==> src/hw/rtl/dnsq_pkg.sv <==
// ----------------------------------------------------------------------------
// DNS question decoder package
// Shared types, codes and constants of the DNS question decoder.
// ----------------------------------------------------------------------------
package dnsq_pkg;

   localparam int unsigned BYTE_W  = 8;
   localparam int unsigned WORD16_W = 16;
   localparam int unsigned KIND_W  = 2;
   localparam int unsigned ERR_W   = 2;
   localparam int unsigned LABEL_W = 6;
   localparam int unsigned SEEN_W  = 3;

   localparam logic [BYTE_W-1:0]  MAX_LABEL_LEN  = 8'd63;
   localparam logic [BYTE_W-1:0]  DOT_CHAR       = 8'h2E;
   localparam logic [BYTE_W-1:0]  UPPER_A        = 8'h41;
   localparam logic [BYTE_W-1:0]  UPPER_Z        = 8'h5A;
   localparam logic [BYTE_W-1:0]  CASE_OFFSET    = 8'h20;
   localparam logic [SEEN_W-1:0]  SEEN_SATURATE  = 3'd5;
   localparam logic [SEEN_W-1:0]  MIN_BODY_BYTES = 3'd4;

   localparam logic [KIND_W-1:0] KIND_CHAR  = 2'd0;
   localparam logic [KIND_W-1:0] KIND_DONE  = 2'd1;
   localparam logic [KIND_W-1:0] KIND_ERROR = 2'd2;

   localparam logic [ERR_W-1:0] ERR_NONE  = 2'd0;
   localparam logic [ERR_W-1:0] ERR_SHORT = 2'd1;
   localparam logic [ERR_W-1:0] ERR_TRUNC = 2'd2;
   localparam logic [ERR_W-1:0] ERR_LONG  = 2'd3;

   typedef enum logic [2:0] {
      PH_FIRST_LEN = 3'd0,
      PH_LABEL     = 3'd1,
      PH_NEXT_LEN  = 3'd2,
      PH_TYPE_HI   = 3'd3,
      PH_TYPE_LO   = 3'd4,
      PH_CLASS_HI  = 3'd5,
      PH_CLASS_LO  = 3'd6,
      PH_SKIP      = 3'd7
   } parse_phase_type;

   typedef struct packed {
      logic [KIND_W-1:0]   result_kind;
      logic [BYTE_W-1:0]   name_char;
      logic [WORD16_W-1:0] query_type;
      logic [WORD16_W-1:0] query_class;
      logic [ERR_W-1:0]    error_code;
   } rsp_word_type;

   typedef struct packed {
      logic         valid;
      rsp_word_type word;
   } parse_result_type;

endpackage

==> src/hw/rtl/dnsq_if.sv <==
// ----------------------------------------------------------------------------
// DNS question decoder channels
// Valid/ready channels for the byte input and the result output.
// ----------------------------------------------------------------------------
interface dnsq_req_if;
   import dnsq_pkg::*;

   logic              valid;
   logic              ready;
   logic [BYTE_W-1:0] data_byte;
   logic              is_last;

   modport source (output valid, output data_byte, output is_last, input ready);
   modport sink (input valid, input data_byte, input is_last, output ready);
endinterface

interface dnsq_rsp_if;
   import dnsq_pkg::*;

   logic                valid;
   logic                ready;
   logic [KIND_W-1:0]   result_kind;
   logic [BYTE_W-1:0]   name_char;
   logic [WORD16_W-1:0] query_type;
   logic [WORD16_W-1:0] query_class;
   logic [ERR_W-1:0]    error_code;

   modport source (
      output valid, output result_kind, output name_char, output query_type,
      output query_class, output error_code, input ready
   );
   modport sink (
      input valid, input result_kind, input name_char, input query_type,
      input query_class, input error_code, output ready
   );
endinterface

==> src/hw/rtl/dnsq_parser.sv <==
// ----------------------------------------------------------------------------
// DNS question parser
// Parse state registers and the per-byte decode of labels, type and class.
// ----------------------------------------------------------------------------
module dnsq_parser (
   input  logic                       clock,
   input  logic                       reset,
   input  logic                       step,
   input  logic [dnsq_pkg::BYTE_W-1:0] data_byte,
   input  logic                       is_last,
   output dnsq_pkg::parse_result_type result
);
   import dnsq_pkg::*;

   parse_phase_type      phase_ff, phase_in;
   logic [LABEL_W-1:0]   remain_ff, remain_in;
   logic [SEEN_W-1:0]    seen_ff, seen_in;
   logic [WORD16_W-1:0]  type_ff, type_in;
   logic [BYTE_W-1:0]    class_hi_ff, class_hi_in;

   logic                 have;
   logic                 done;
   logic                 too_long;
   rsp_word_type         word;
   logic [LABEL_W-1:0]   remain_dec;
   logic [ERR_W-1:0]     err;

   always_ff @(posedge clock) begin
      if (reset) begin
         phase_ff    <= PH_FIRST_LEN;
         remain_ff   <= '0;
         seen_ff     <= '0;
         type_ff     <= '0;
         class_hi_ff <= '0;
      end else if (step) begin
         phase_ff    <= phase_in;
         remain_ff   <= remain_in;
         seen_ff     <= seen_in;
         type_ff     <= type_in;
         class_hi_ff <= class_hi_in;
      end
   end

   always_comb begin
      phase_in    = phase_ff;
      remain_in   = remain_ff;
      type_in     = type_ff;
      class_hi_in = class_hi_ff;
      seen_in     = (seen_ff < SEEN_SATURATE) ? seen_ff + 3'd1 : seen_ff;
      have        = 1'b0;
      done        = 1'b0;
      too_long    = 1'b0;
      remain_dec  = remain_ff - 6'd1;
      word        = '0;

      case (phase_ff)
         PH_FIRST_LEN, PH_NEXT_LEN: begin
            if (data_byte > MAX_LABEL_LEN) begin
               too_long = 1'b1;
               phase_in = PH_SKIP;
            end else if (data_byte == '0) begin
               phase_in = PH_TYPE_HI;
            end else begin
               remain_in = data_byte[LABEL_W-1:0];
               phase_in  = PH_LABEL;
               if (phase_ff == PH_NEXT_LEN) begin
                  have             = 1'b1;
                  word.result_kind = KIND_CHAR;
                  word.name_char   = DOT_CHAR;
               end
            end
         end
         PH_LABEL: begin
            have             = 1'b1;
            word.result_kind = KIND_CHAR;
            word.name_char   = (data_byte >= UPPER_A && data_byte <= UPPER_Z)
                               ? data_byte + CASE_OFFSET : data_byte;
            remain_in        = remain_dec;
            if (remain_dec == '0) begin
               phase_in = PH_NEXT_LEN;
            end
         end
         PH_TYPE_HI: begin
            type_in  = {data_byte, 8'h00};
            phase_in = PH_TYPE_LO;
         end
         PH_TYPE_LO: begin
            type_in  = {type_ff[WORD16_W-1:BYTE_W], data_byte};
            phase_in = PH_CLASS_HI;
         end
         PH_CLASS_HI: begin
            class_hi_in = data_byte;
            phase_in    = PH_CLASS_LO;
         end
         PH_CLASS_LO: begin
            have             = 1'b1;
            done             = 1'b1;
            word.result_kind = KIND_DONE;
            word.query_type  = type_ff;
            word.query_class = {class_hi_ff, data_byte};
            phase_in         = PH_SKIP;
         end
         default: begin
         end
      endcase

      if (seen_in <= MIN_BODY_BYTES) begin
         err = ERR_SHORT;
      end else if (too_long) begin
         err = ERR_LONG;
      end else begin
         err = ERR_TRUNC;
      end

      result.valid = have;
      result.word  = word;
      if (is_last) begin
         if (phase_ff != PH_SKIP && !done) begin
            result.valid            = 1'b1;
            result.word             = '0;
            result.word.result_kind = KIND_ERROR;
            result.word.error_code  = err;
         end
         phase_in    = PH_FIRST_LEN;
         remain_in   = '0;
         seen_in     = '0;
         type_in     = '0;
         class_hi_in = '0;
      end else if (too_long) begin
         result.valid            = 1'b1;
         result.word             = '0;
         result.word.result_kind = KIND_ERROR;
         result.word.error_code  = ERR_LONG;
      end
   end

endmodule

==> src/hw/rtl/dnsq_out_reg.sv <==
// ----------------------------------------------------------------------------
// DNS question decoder result register
// Holds one result word until the sink takes it.
// ----------------------------------------------------------------------------
module dnsq_out_reg (
   input  logic                   clock,
   input  logic                   reset,
   input  logic                   load,
   input  dnsq_pkg::rsp_word_type word,
   output logic                   free,
   dnsq_rsp_if.source             rsp
);
   import dnsq_pkg::*;

   logic         valid_ff;
   rsp_word_type word_ff;

   assign free = !valid_ff || rsp.ready;

   always_ff @(posedge clock) begin
      if (reset) begin
         valid_ff <= 1'b0;
      end else if (free) begin
         valid_ff <= load;
      end
   end

   always_ff @(posedge clock) begin
      if (free && load) begin
         word_ff <= word;
      end
   end

   assign rsp.valid       = valid_ff;
   assign rsp.result_kind = word_ff.result_kind;
   assign rsp.name_char   = word_ff.name_char;
   assign rsp.query_type  = word_ff.query_type;
   assign rsp.query_class = word_ff.query_class;
   assign rsp.error_code  = word_ff.error_code;

endmodule

==> src/hw/rtl/dns_question_decoder.sv <==
// ----------------------------------------------------------------------------
// DNS question decoder
// Path: a byte word is held in the input register, decoded by the combinational
// parser, and its result word, if any, is loaded into the result register.
// Throughput: one byte word per cycle; the input register refills as its byte
// word is parsed, so only a stalled result register holds input back.
// Reset clears the parse state and empties the input and result registers.
// ----------------------------------------------------------------------------
module dns_question_decoder (
   input  logic     clock,
   input  logic     reset,
   dnsq_req_if.sink req,
   dnsq_rsp_if.source rsp
);
   import dnsq_pkg::*;

   logic              in_valid_ff;
   logic [BYTE_W-1:0] in_byte_ff;
   logic              in_last_ff;
   logic              out_free;
   logic              step;
   parse_result_type  result;

   assign step      = in_valid_ff && out_free;
   assign req.ready = !in_valid_ff || out_free;

   always_ff @(posedge clock) begin
      if (reset) begin
         in_valid_ff <= 1'b0;
      end else if (req.ready) begin
         in_valid_ff <= req.valid;
      end
   end

   always_ff @(posedge clock) begin
      if (req.ready && req.valid) begin
         in_byte_ff <= req.data_byte;
         in_last_ff <= req.is_last;
      end
   end

   dnsq_parser u_parser (
      .clock     (clock),
      .reset     (reset),
      .step      (step),
      .data_byte (in_byte_ff),
      .is_last   (in_last_ff),
      .result    (result)
   );

   dnsq_out_reg u_out_reg (
      .clock (clock),
      .reset (reset),
      .load  (step && result.valid),
      .word  (result.word),
      .free  (out_free),
      .rsp   (rsp)
   );

   // A waiting byte word is held while the result register is stalled.
   a_hold_input: assert property (@(posedge clock) disable iff (reset)
      in_valid_ff && !out_free |-> !req.ready)
      else $error("input accepted while a byte word waits");

   a_error_fields: assert property (@(posedge clock) disable iff (reset)
      rsp.valid && rsp.result_kind == KIND_ERROR |->
         rsp.error_code != ERR_NONE && rsp.name_char == '0)
      else $error("error word without a code");

   a_kind_range: assert property (@(posedge clock) disable iff (reset)
      rsp.valid |-> rsp.result_kind == KIND_CHAR || rsp.result_kind == KIND_DONE ||
         rsp.result_kind == KIND_ERROR)
      else $error("undefined result kind");

   a_load_ok: assert property (@(posedge clock) disable iff (reset)
      step && result.valid |=> rsp.valid)
      else $error("result lost on load");

endmodule
==> src/flat_wrapper.sv <==
// flat-port wrapper written by rule: the top's interface ports become plain ports
module dns_question_decoder_flat import dnsq_pkg::*;
  (clock, reset, req_valid, req_data_byte, req_is_last, req_ready, rsp_valid, rsp_result_kind, rsp_name_char, rsp_query_type, rsp_query_class, rsp_error_code, rsp_ready);
  dnsq_req_if req_i ();
  dnsq_rsp_if rsp_i ();
  input  logic clock;
  input  logic reset;
  input wire logic [$bits(req_i.valid)-1:0] req_valid;
  input wire logic [$bits(req_i.data_byte)-1:0] req_data_byte;
  input wire logic [$bits(req_i.is_last)-1:0] req_is_last;
  output wire logic [$bits(req_i.ready)-1:0] req_ready;
  output wire logic [$bits(rsp_i.valid)-1:0] rsp_valid;
  output wire logic [$bits(rsp_i.result_kind)-1:0] rsp_result_kind;
  output wire logic [$bits(rsp_i.name_char)-1:0] rsp_name_char;
  output wire logic [$bits(rsp_i.query_type)-1:0] rsp_query_type;
  output wire logic [$bits(rsp_i.query_class)-1:0] rsp_query_class;
  output wire logic [$bits(rsp_i.error_code)-1:0] rsp_error_code;
  input wire logic [$bits(rsp_i.ready)-1:0] rsp_ready;
  assign req_i.valid = req_valid;
  assign req_i.data_byte = req_data_byte;
  assign req_i.is_last = req_is_last;
  assign req_ready = req_i.ready;
  assign rsp_valid = rsp_i.valid;
  assign rsp_result_kind = rsp_i.result_kind;
  assign rsp_name_char = rsp_i.name_char;
  assign rsp_query_type = rsp_i.query_type;
  assign rsp_query_class = rsp_i.query_class;
  assign rsp_error_code = rsp_i.error_code;
  assign rsp_i.ready = rsp_ready;
  dns_question_decoder u_core (.clock(clock), .reset(reset), .req(req_i), .rsp(rsp_i));
endmodule
==> config.mk <==
export PLATFORM = sky130hd
export DESIGN_NAME = dns_question_decoder_flat
export DESIGN_NICKNAME = d
export VERILOG_FILES = /design/src/hw/rtl/dnsq_pkg.sv /design/src/hw/rtl/dnsq_if.sv /design/src/hw/rtl/dnsq_parser.sv /design/src/hw/rtl/dnsq_out_reg.sv /design/src/hw/rtl/dns_question_decoder.sv /design/src/flat_wrapper.sv
export SDC_FILE = /design/constraint.sdc
export NUM_CORES = 1
export LEC_CHECK = 0
export BUFFER_PORTS_ARGS = -buffer_cell sky130_fd_sc_hd__buf_2
export CORE_MARGIN = 8
export CORE_UTILIZATION = 24
export DETAILED_ROUTE_END_ITERATION = 10
export PLACE_DENSITY = 0.41
export SLEW_MARGIN = 10
export SYNTH_ARGS = -nofsm -noshare
export SYNTH_HDL_FRONTEND = slang
export SYNTH_SLANG_ARGS = --single-unit
==> constraint.sdc <==
create_clock -name clock -period 3 [get_ports clock]
set_clock_uncertainty 0.05 [all_clocks]
set_input_delay 0.3 -clock clock [delete_from_list [all_inputs] [get_ports clock]]
set_output_delay 0.3 -clock clock [all_outputs]
set_load 0.05 [all_outputs]
==> impl_metrics.json, run 1 <==
{
  "fin_setup_tns_ps": 0,
  "routedWlPerCell_um": 16.3,
  "clk-insertion-delay-late_ps": 340,
  "outcome": "completed",
  "slew_violations": 0,
  "cp_max_fo": 28,
  "clk_pin_slew_ps": 60,
  "drt-initial-drc-count": 174,
  "cts_tree": "built",
  "worst_pin_slew_ps": 923,
  "dieArea_sq_mm": 0.0207,
  "clock-sinks": 91,
  "ff_latch_area_sq_mm": 0.00235,
  "arrival_ps": 2380,
  "setup_viol": 0,
  "placed_area_sq_mm": 0.00448,
  "htreeDepth": 3,
  "critPathSlowestCell": "or4_1",
  "netlist_area_sq_mm": 0.00393,
  "std_cell_rows": 46,
  "die_h_um": 144,
  "grt_max_degree": 34,
  "hold_viol": 0,
  "via_count": 2916,
  "die_w_um": 144,
  "yosysWarnings": 0,
  "synth_area_per_cell_sq_um": 10.9,
  "rsz0062_at_grt": "false",
  "grtUsageTotal_pct": 10.6,
  "drt-total-wl_um": 10400,
  "n_antenna_cell": 0,
  "synth_seq_area_share_pct": 59.9,
  "viasPerCell": 4.58,
  "dpl.hpwl_um": 7450,
  "grt_antenna_before_repair": 0,
  "max-vdd-ir-drop_mv": 0.245,
  "fin_nets": 433,
  "detail-route-antenna-nets": 0,
  "max_stage_delay_ps": 620,
  "final_common_cell": "buf_2",
  "cts_buffers": 9,
  "max_freq_mhz": 421,
  "synth-seq-cells": 91,
  "synth_cells": 359,
  "critPathKind": "reg2reg",
  "portBuffers": 58,
  "first_pass_iters": 4,
  "maxCapViolations": 0,
  "synthFlopType": "edfxtp_1",
  "fin_area_sq_mm": 0.00480,
  "grt_pass1_vias": 3055,
  "multi_input_area_sq_mm": 0.00146,
  "syn2layout_area_growth_pct": 22.3,
  "post-route-min-period_ps": 2370,
  "synth_fp_nets": 376,
  "crit_path_start_kind": "flip-flop",
  "synth-async-reset-ratio_pct": 0,
  "worstPathCellList": "or4_1, o41ai_2, nand4_1, and3_2, buf_4",
  "synth.distinct_cells": 55,
  "power-per-cell-area_mw_per_mm2": 611,
  "grt_pass1_wl_um": 16700,
  "grt-ovfl-total": 0,
  "final_cell_mix": "buf_2, edfxtp_1, dfxtp_1, nor2_1, and3_1",
  "gp_congestion": 0.820,
  "fillers": 1681,
  "required_ps": 3010,
  "initial_core_util_pct": 24.6,
  "ctsHoldBuffers": 0,
  "cts_setup_buffers": 0,
  "hold_path.class": "in2reg",
  "cp_num_buf_inv": 1,
  "period_share_pct": 79.1,
  "io_pins": 59,
  "root_buffer": "clkbuf_16",
  "final_layout_size_suffix_gt1_share_pct": 22.8,
  "synth_edf_count": 53,
  "critPathTopFamily": "simple AND/OR/NAND/NOR gates",
  "crit_path_end_kind": "flip-flop",
  "clk_path_buf_depth": 2,
  "ctsResizeCount": 0,
  "rrSetupSlack_ps": 630,
  "slew_headroom_pct": 38.1,
  "drcViolationCount": 0,
  "whs_ps": 81.2,
  "power.leakage_uw": 0.00188,
  "core_sq_mm": 0.0159
}
[report_power, final]
part,switching (uW),leakage [uW],internal (uW)
logic,232,0.000918,83.2
clock network,455,0.000156,749
registers,43.3,0.000806,1370
[metal layers]
metal	share of wire [%]	vias to the layer above	track usage, %
met2	49	66	17.1
met3	5.5	18	3.05
met1	43	1396	12.5
met4	2.6	0	5.92
met5	0	-	0
li1	-	1436	-
[area by class of cell]
type                    instances  share of cell area, %
repair buffers                 68                   7.61
well taps                     216                   5.63
inverters                       8                  0.626
flip-flops and latches         91                   49.0
multi-input cells             238                   30.4
clock inverters                 5                   1.62
clock buffers                  11                   5.06
[registers in the layout (all words and copies together) (netlist names), 2 cells and up]
signal	count
u_core.u_out_reg.rsp.query_type	16
u_core.u_parser.class_hi_ff	8
u_core.u_parser.seen_ff	3
u_core.u_parser.remain_ff	6
u_core.u_out_reg.rsp.name_char	8
u_core.u_parser.type_ff	16
u_core.u_out_reg.rsp.error_code	2
u_core.u_out_reg.rsp.result_kind	2
u_core.in_byte_ff	8
u_core.u_parser.phase_ff	3
u_core.u_out_reg.rsp.query_class	16
[stage by stage]
stage	setup slack (ps)	std cells	util, %	power [uW]
after global placement	683	621	28.1	1760
after floorplan	185	359	-	1660
after global routing	529	637	30.1	3070
final	627	637	30.1	2930
after detailed placement	626	621	28.1	1760
after CTS	613	637	30.1	2990
[cell families (layout without fill, tap and decap cells)]
kind of cell | after synthesis | after routing | share of synthesized area, %
flip-flops | 91 | 91 | 59.9
XOR/XNOR | 3 | 3 | 0.670
buffers and inverters | 30 | 92 | 2.90
multiplexers | 10 | 10 | 2.55
AND/OR/NAND/NOR | 145 | 145 | 19.8
adder cells (fa/ha/maj) | 4 | 4 | 1.28
AO/OA/AOI/OAI | 76 | 76 | 12.9
[synthesized netlist by cell type (all sizes together), types with 3 or more instances]
cell | count | share of area [%]
dfxtp | 38 | 19
nor4 | 3 | 0.64
clkbuf | 19 | 1.8
nor3 | 4 | 0.51
and2 | 3 | 0.48
and3 | 34 | 5.4
a22oi | 7 | 1.3
nand3 | 3 | 0.38
nor2 | 34 | 3.3
inv | 8 | 0.77
nor3b | 3 | 0.57
o21ai | 10 | 1.3
a21boi | 3 | 0.57
edfxtp | 53 | 41
ha | 4 | 1.3
or3 | 5 | 0.80
or3b | 7 | 1.6
mux2i | 10 | 2.6
a21oi | 31 | 4.0
buf | 3 | 0.32
nand2 | 30 | 2.9
nor2b | 10 | 1.6
[worst paths after layout]
check / cells after the start / to / startpoint
min: 1 / u_core.in_byte_ff[4]$_DFFE_PP_ / req_data_byte[4]
min reg2reg: 2 / u_core.u_parser.type_ff[8]$_SDFFE_PP0P_ / u_core.u_parser.type_ff[8]$_SDFFE_PP0P_
max reg2reg: 5 / u_core.u_out_reg.rsp.query_type[0]$_DFFE_PP_ / u_core.in_byte_ff[2]$_DFFE_PP_
max: 5 / u_core.u_out_reg.rsp.query_type[0]$_DFFE_PP_ / u_core.in_byte_ff[2]$_DFFE_PP_
No activity file was read; power rests on OpenSTA's default activity.
==> run 2, diff against run 1 <==
==> constraint.sdc (replaced) <==
create_clock -name clock -period 2.01 [get_ports clock]
set_clock_uncertainty 0.05 [all_clocks]
set_input_delay 0.201 -clock clock [delete_from_list [all_inputs] [get_ports clock]]
set_output_delay 0.201 -clock clock [all_outputs]
set_load 0.05 [all_outputs]
==> run 2 against run 1 <==
Compared with the run above:
- the flow now finishes with violations (negative setup slack)
- clock power increased by 43%
- combinational power increased by 99%
- setup slack got worse by 700 ps
- sequential cell count stayed put
- largest power group unchanged
==> impl_metrics.json, run 2 (synthesis gave the netlist of run 1 again) <==
{
  "cts_buffers": 9,
  "hold_viol": 0,
  "grt_max_degree": 24,
  "dpl.hpwl_um": 7840,
  "cts_tree": "built",
  "grtUsageTotal_pct": 11.8,
  "clk_path_buf_depth": 2,
  "arrival_ps": 2140,
  "first_pass_iters": 5,
  "outcome": "complete, but fails checks",
  "core_sq_mm": 0.0159,
  "portBuffers": 58,
  "grt-ovfl-total": 0,
  "grt_pass1_wl_um": 18400,
  "grt_antenna_before_repair": 0,
  "critPathKind": "reg2reg",
  "hold_start": "req_valid",
  "root_buffer": "clkbuf_16",
  "critPathSlowestCell": "or4_4",
  "slew_violations": 0,
  "cp_max_fo": 11,
  "power-per-cell-area_mw_per_mm2": 826,
  "whs_ps": 22.1,
  "dieArea_sq_mm": 0.0207,
  "worst_pin_slew_ps": 522,
  "maxCapViolations": 0,
  "fin_nets": 492,
  "slew_headroom_pct": 65.0,
  "critPathTopFamily": "simple AND/OR/NAND/NOR gates",
  "gp_congestion": 0.760,
  "hold_path.class": "in2reg",
  "initial_core_util_pct": 24.6,
  "post-place-ws_ps": -173,
  "die_h_um": 144,
  "routedWlPerCell_um": 16.6,
  "violations": "negative setup slack",
  "fillers": 1644,
  "viasPerCell": 4.56,
  "die_w_um": 144,
  "setup_viol": 45,
  "drt-total-wl_um": 11600,
  "worstPathCellList": "or4_4, o41ai_4, nand4_1, buf_6, and3_4",
  "drcViolationCount": 0,
  "final_cell_mix": "buf_2, edfxtp_1, buf_4, dfxtp_1",
  "max_freq_mhz": 479,
  "max_stage_delay_ps": 580,
  "post-route-min-period_ps": 2090,
  "grt_pass1_vias": 3335,
  "crit_path_start_kind": "flip-flop",
  "syn2layout_area_growth_pct": 36.4,
  "rsz0062_at_grt": "true",
  "final_layout_size_suffix_gt1_share_pct": 33.3,
  "layout_setup_ws_ps": -75.7,
  "n_antenna_cell": 0,
  "std_cell_rows": 46,
  "crit_path_end_kind": "flip-flop",
  "crit_start": "u_core.in_byte_ff[2]$_DFFE_PP_",
  "period_share_pct": 104,
  "via_count": 3175,
  "cp_num_buf_inv": 1,
  "power.leakage_uw": 0.00218,
  "rr_startpoint": "u_core.in_byte_ff[2]$_DFFE_PP_",
  "detail-route-antenna-nets": 0,
  "drt-initial-drc-count": 173,
  "final_common_cell": "buf_2",
  "clock-sinks": 91,
  "max-vdd-ir-drop_mv": 0.425,
  "htreeDepth": 3,
  "clk_pin_slew_ps": 70,
  "clk-insertion-delay-late_ps": 350,
  "io_pins": 59,
  "required_ps": 2060
}
==> run 2: cell count changes in the layout (fill, tap and decap cells not counted), moves of 2 or more <==
cell,previous run,this run
and3_4,0,7
bufinv_16,2,0
inv_6,0,2
dfxtp_1,38,36
buf_4,10,52
dfxtp_2,0,2
buf_6,0,2
dlygate4sd3_1,0,9
==> run 2: layout make-up <==
cell class | instances | area, sq um | area share, %
inverter | 8 | 30.0 | 0.561
tap | 216 | 270 | 5.05
clock inverter | 6 | 55.1 | 1.03
multi-input combinational | 244 | 1600 | 29.9
sequential | 91 | 2350 | 44.0
timing repair buffer | 121 | 793 | 14.8
clock buffer | 10 | 250 | 4.67
==> run 2: worst paths after layout <==
| kind | slack [ps] | endpoint | cells past startpoint |
|---|---|---|---|
| max | -80 | u_core.u_out_reg.rsp.query_type[0]$_DFFE_PP_ | 5 |
| min | 20 | u_core.in_valid_ff$_SDFFE_PP0N_ | 3 |
| max reg2reg | -80 | u_core.u_out_reg.rsp.query_type[0]$_DFFE_PP_ | 5 |
| min reg2reg | 400 | u_core.u_parser.type_ff[12]$_SDFFE_PP0P_ | 2 |
==> run 2: metrics by stage <==
stage / setup TNS (ps) / instances / cell area, sq um / total power [uW] / utilization (%)
final: -2160 / 696 / 5360 / 4420 / 33.6
after global routing: -6080 / 696 / 5360 / 4600 / 33.6
after CTS: -3110 / 694 / 5290 / 4470 / 33.2
after detailed placement: -7530 / 661 / 4800 / 2700 / 30.1
after global placement: -6100 / 661 / 4800 / 2690 / 30.1
after floorplan: -2420 / 359 / 3950 / 2480 / -
==> run 2: worst min-delay path, cell delays in order <==
cell     delay (ps)
buf_2            90
a21oi_1          40
nor2_1           60
==> run 2: report_power, final <==
part	internal, uW	switching, uW	total [uW]	leakage [uW]
Sequential	2040	39.8	2080	0.000807
Combinational	210	415	626	0.00122
Clock	933	779	1710	0.000147
==> run 2: what timing repair did <==
item | 4_1_cts | 5_1_grt
pin swaps | 2 | 5
hold endpoints to repair | 9 | 0
setup endpoints to repair | 48 | 53
setup buffers | 2 | 2
hold buffers | 9 | 0
gates cloned | 6 | 0
resized for setup | 10 | 13
==> run 2: layer usage <==
| metal | GRT usage [%] | vias up | routed length, um |
|---|---|---|---|
| li1 | - | 1560 | - |
| met1 | 14.1 | 1547 | 5170 |
| met2 | 20.1 | 53 | 5710 |
| met3 | 2.89 | 15 | 494 |
| met4 | 4.32 | 0 | 191 |
| met5 | 0 | - | 0 |
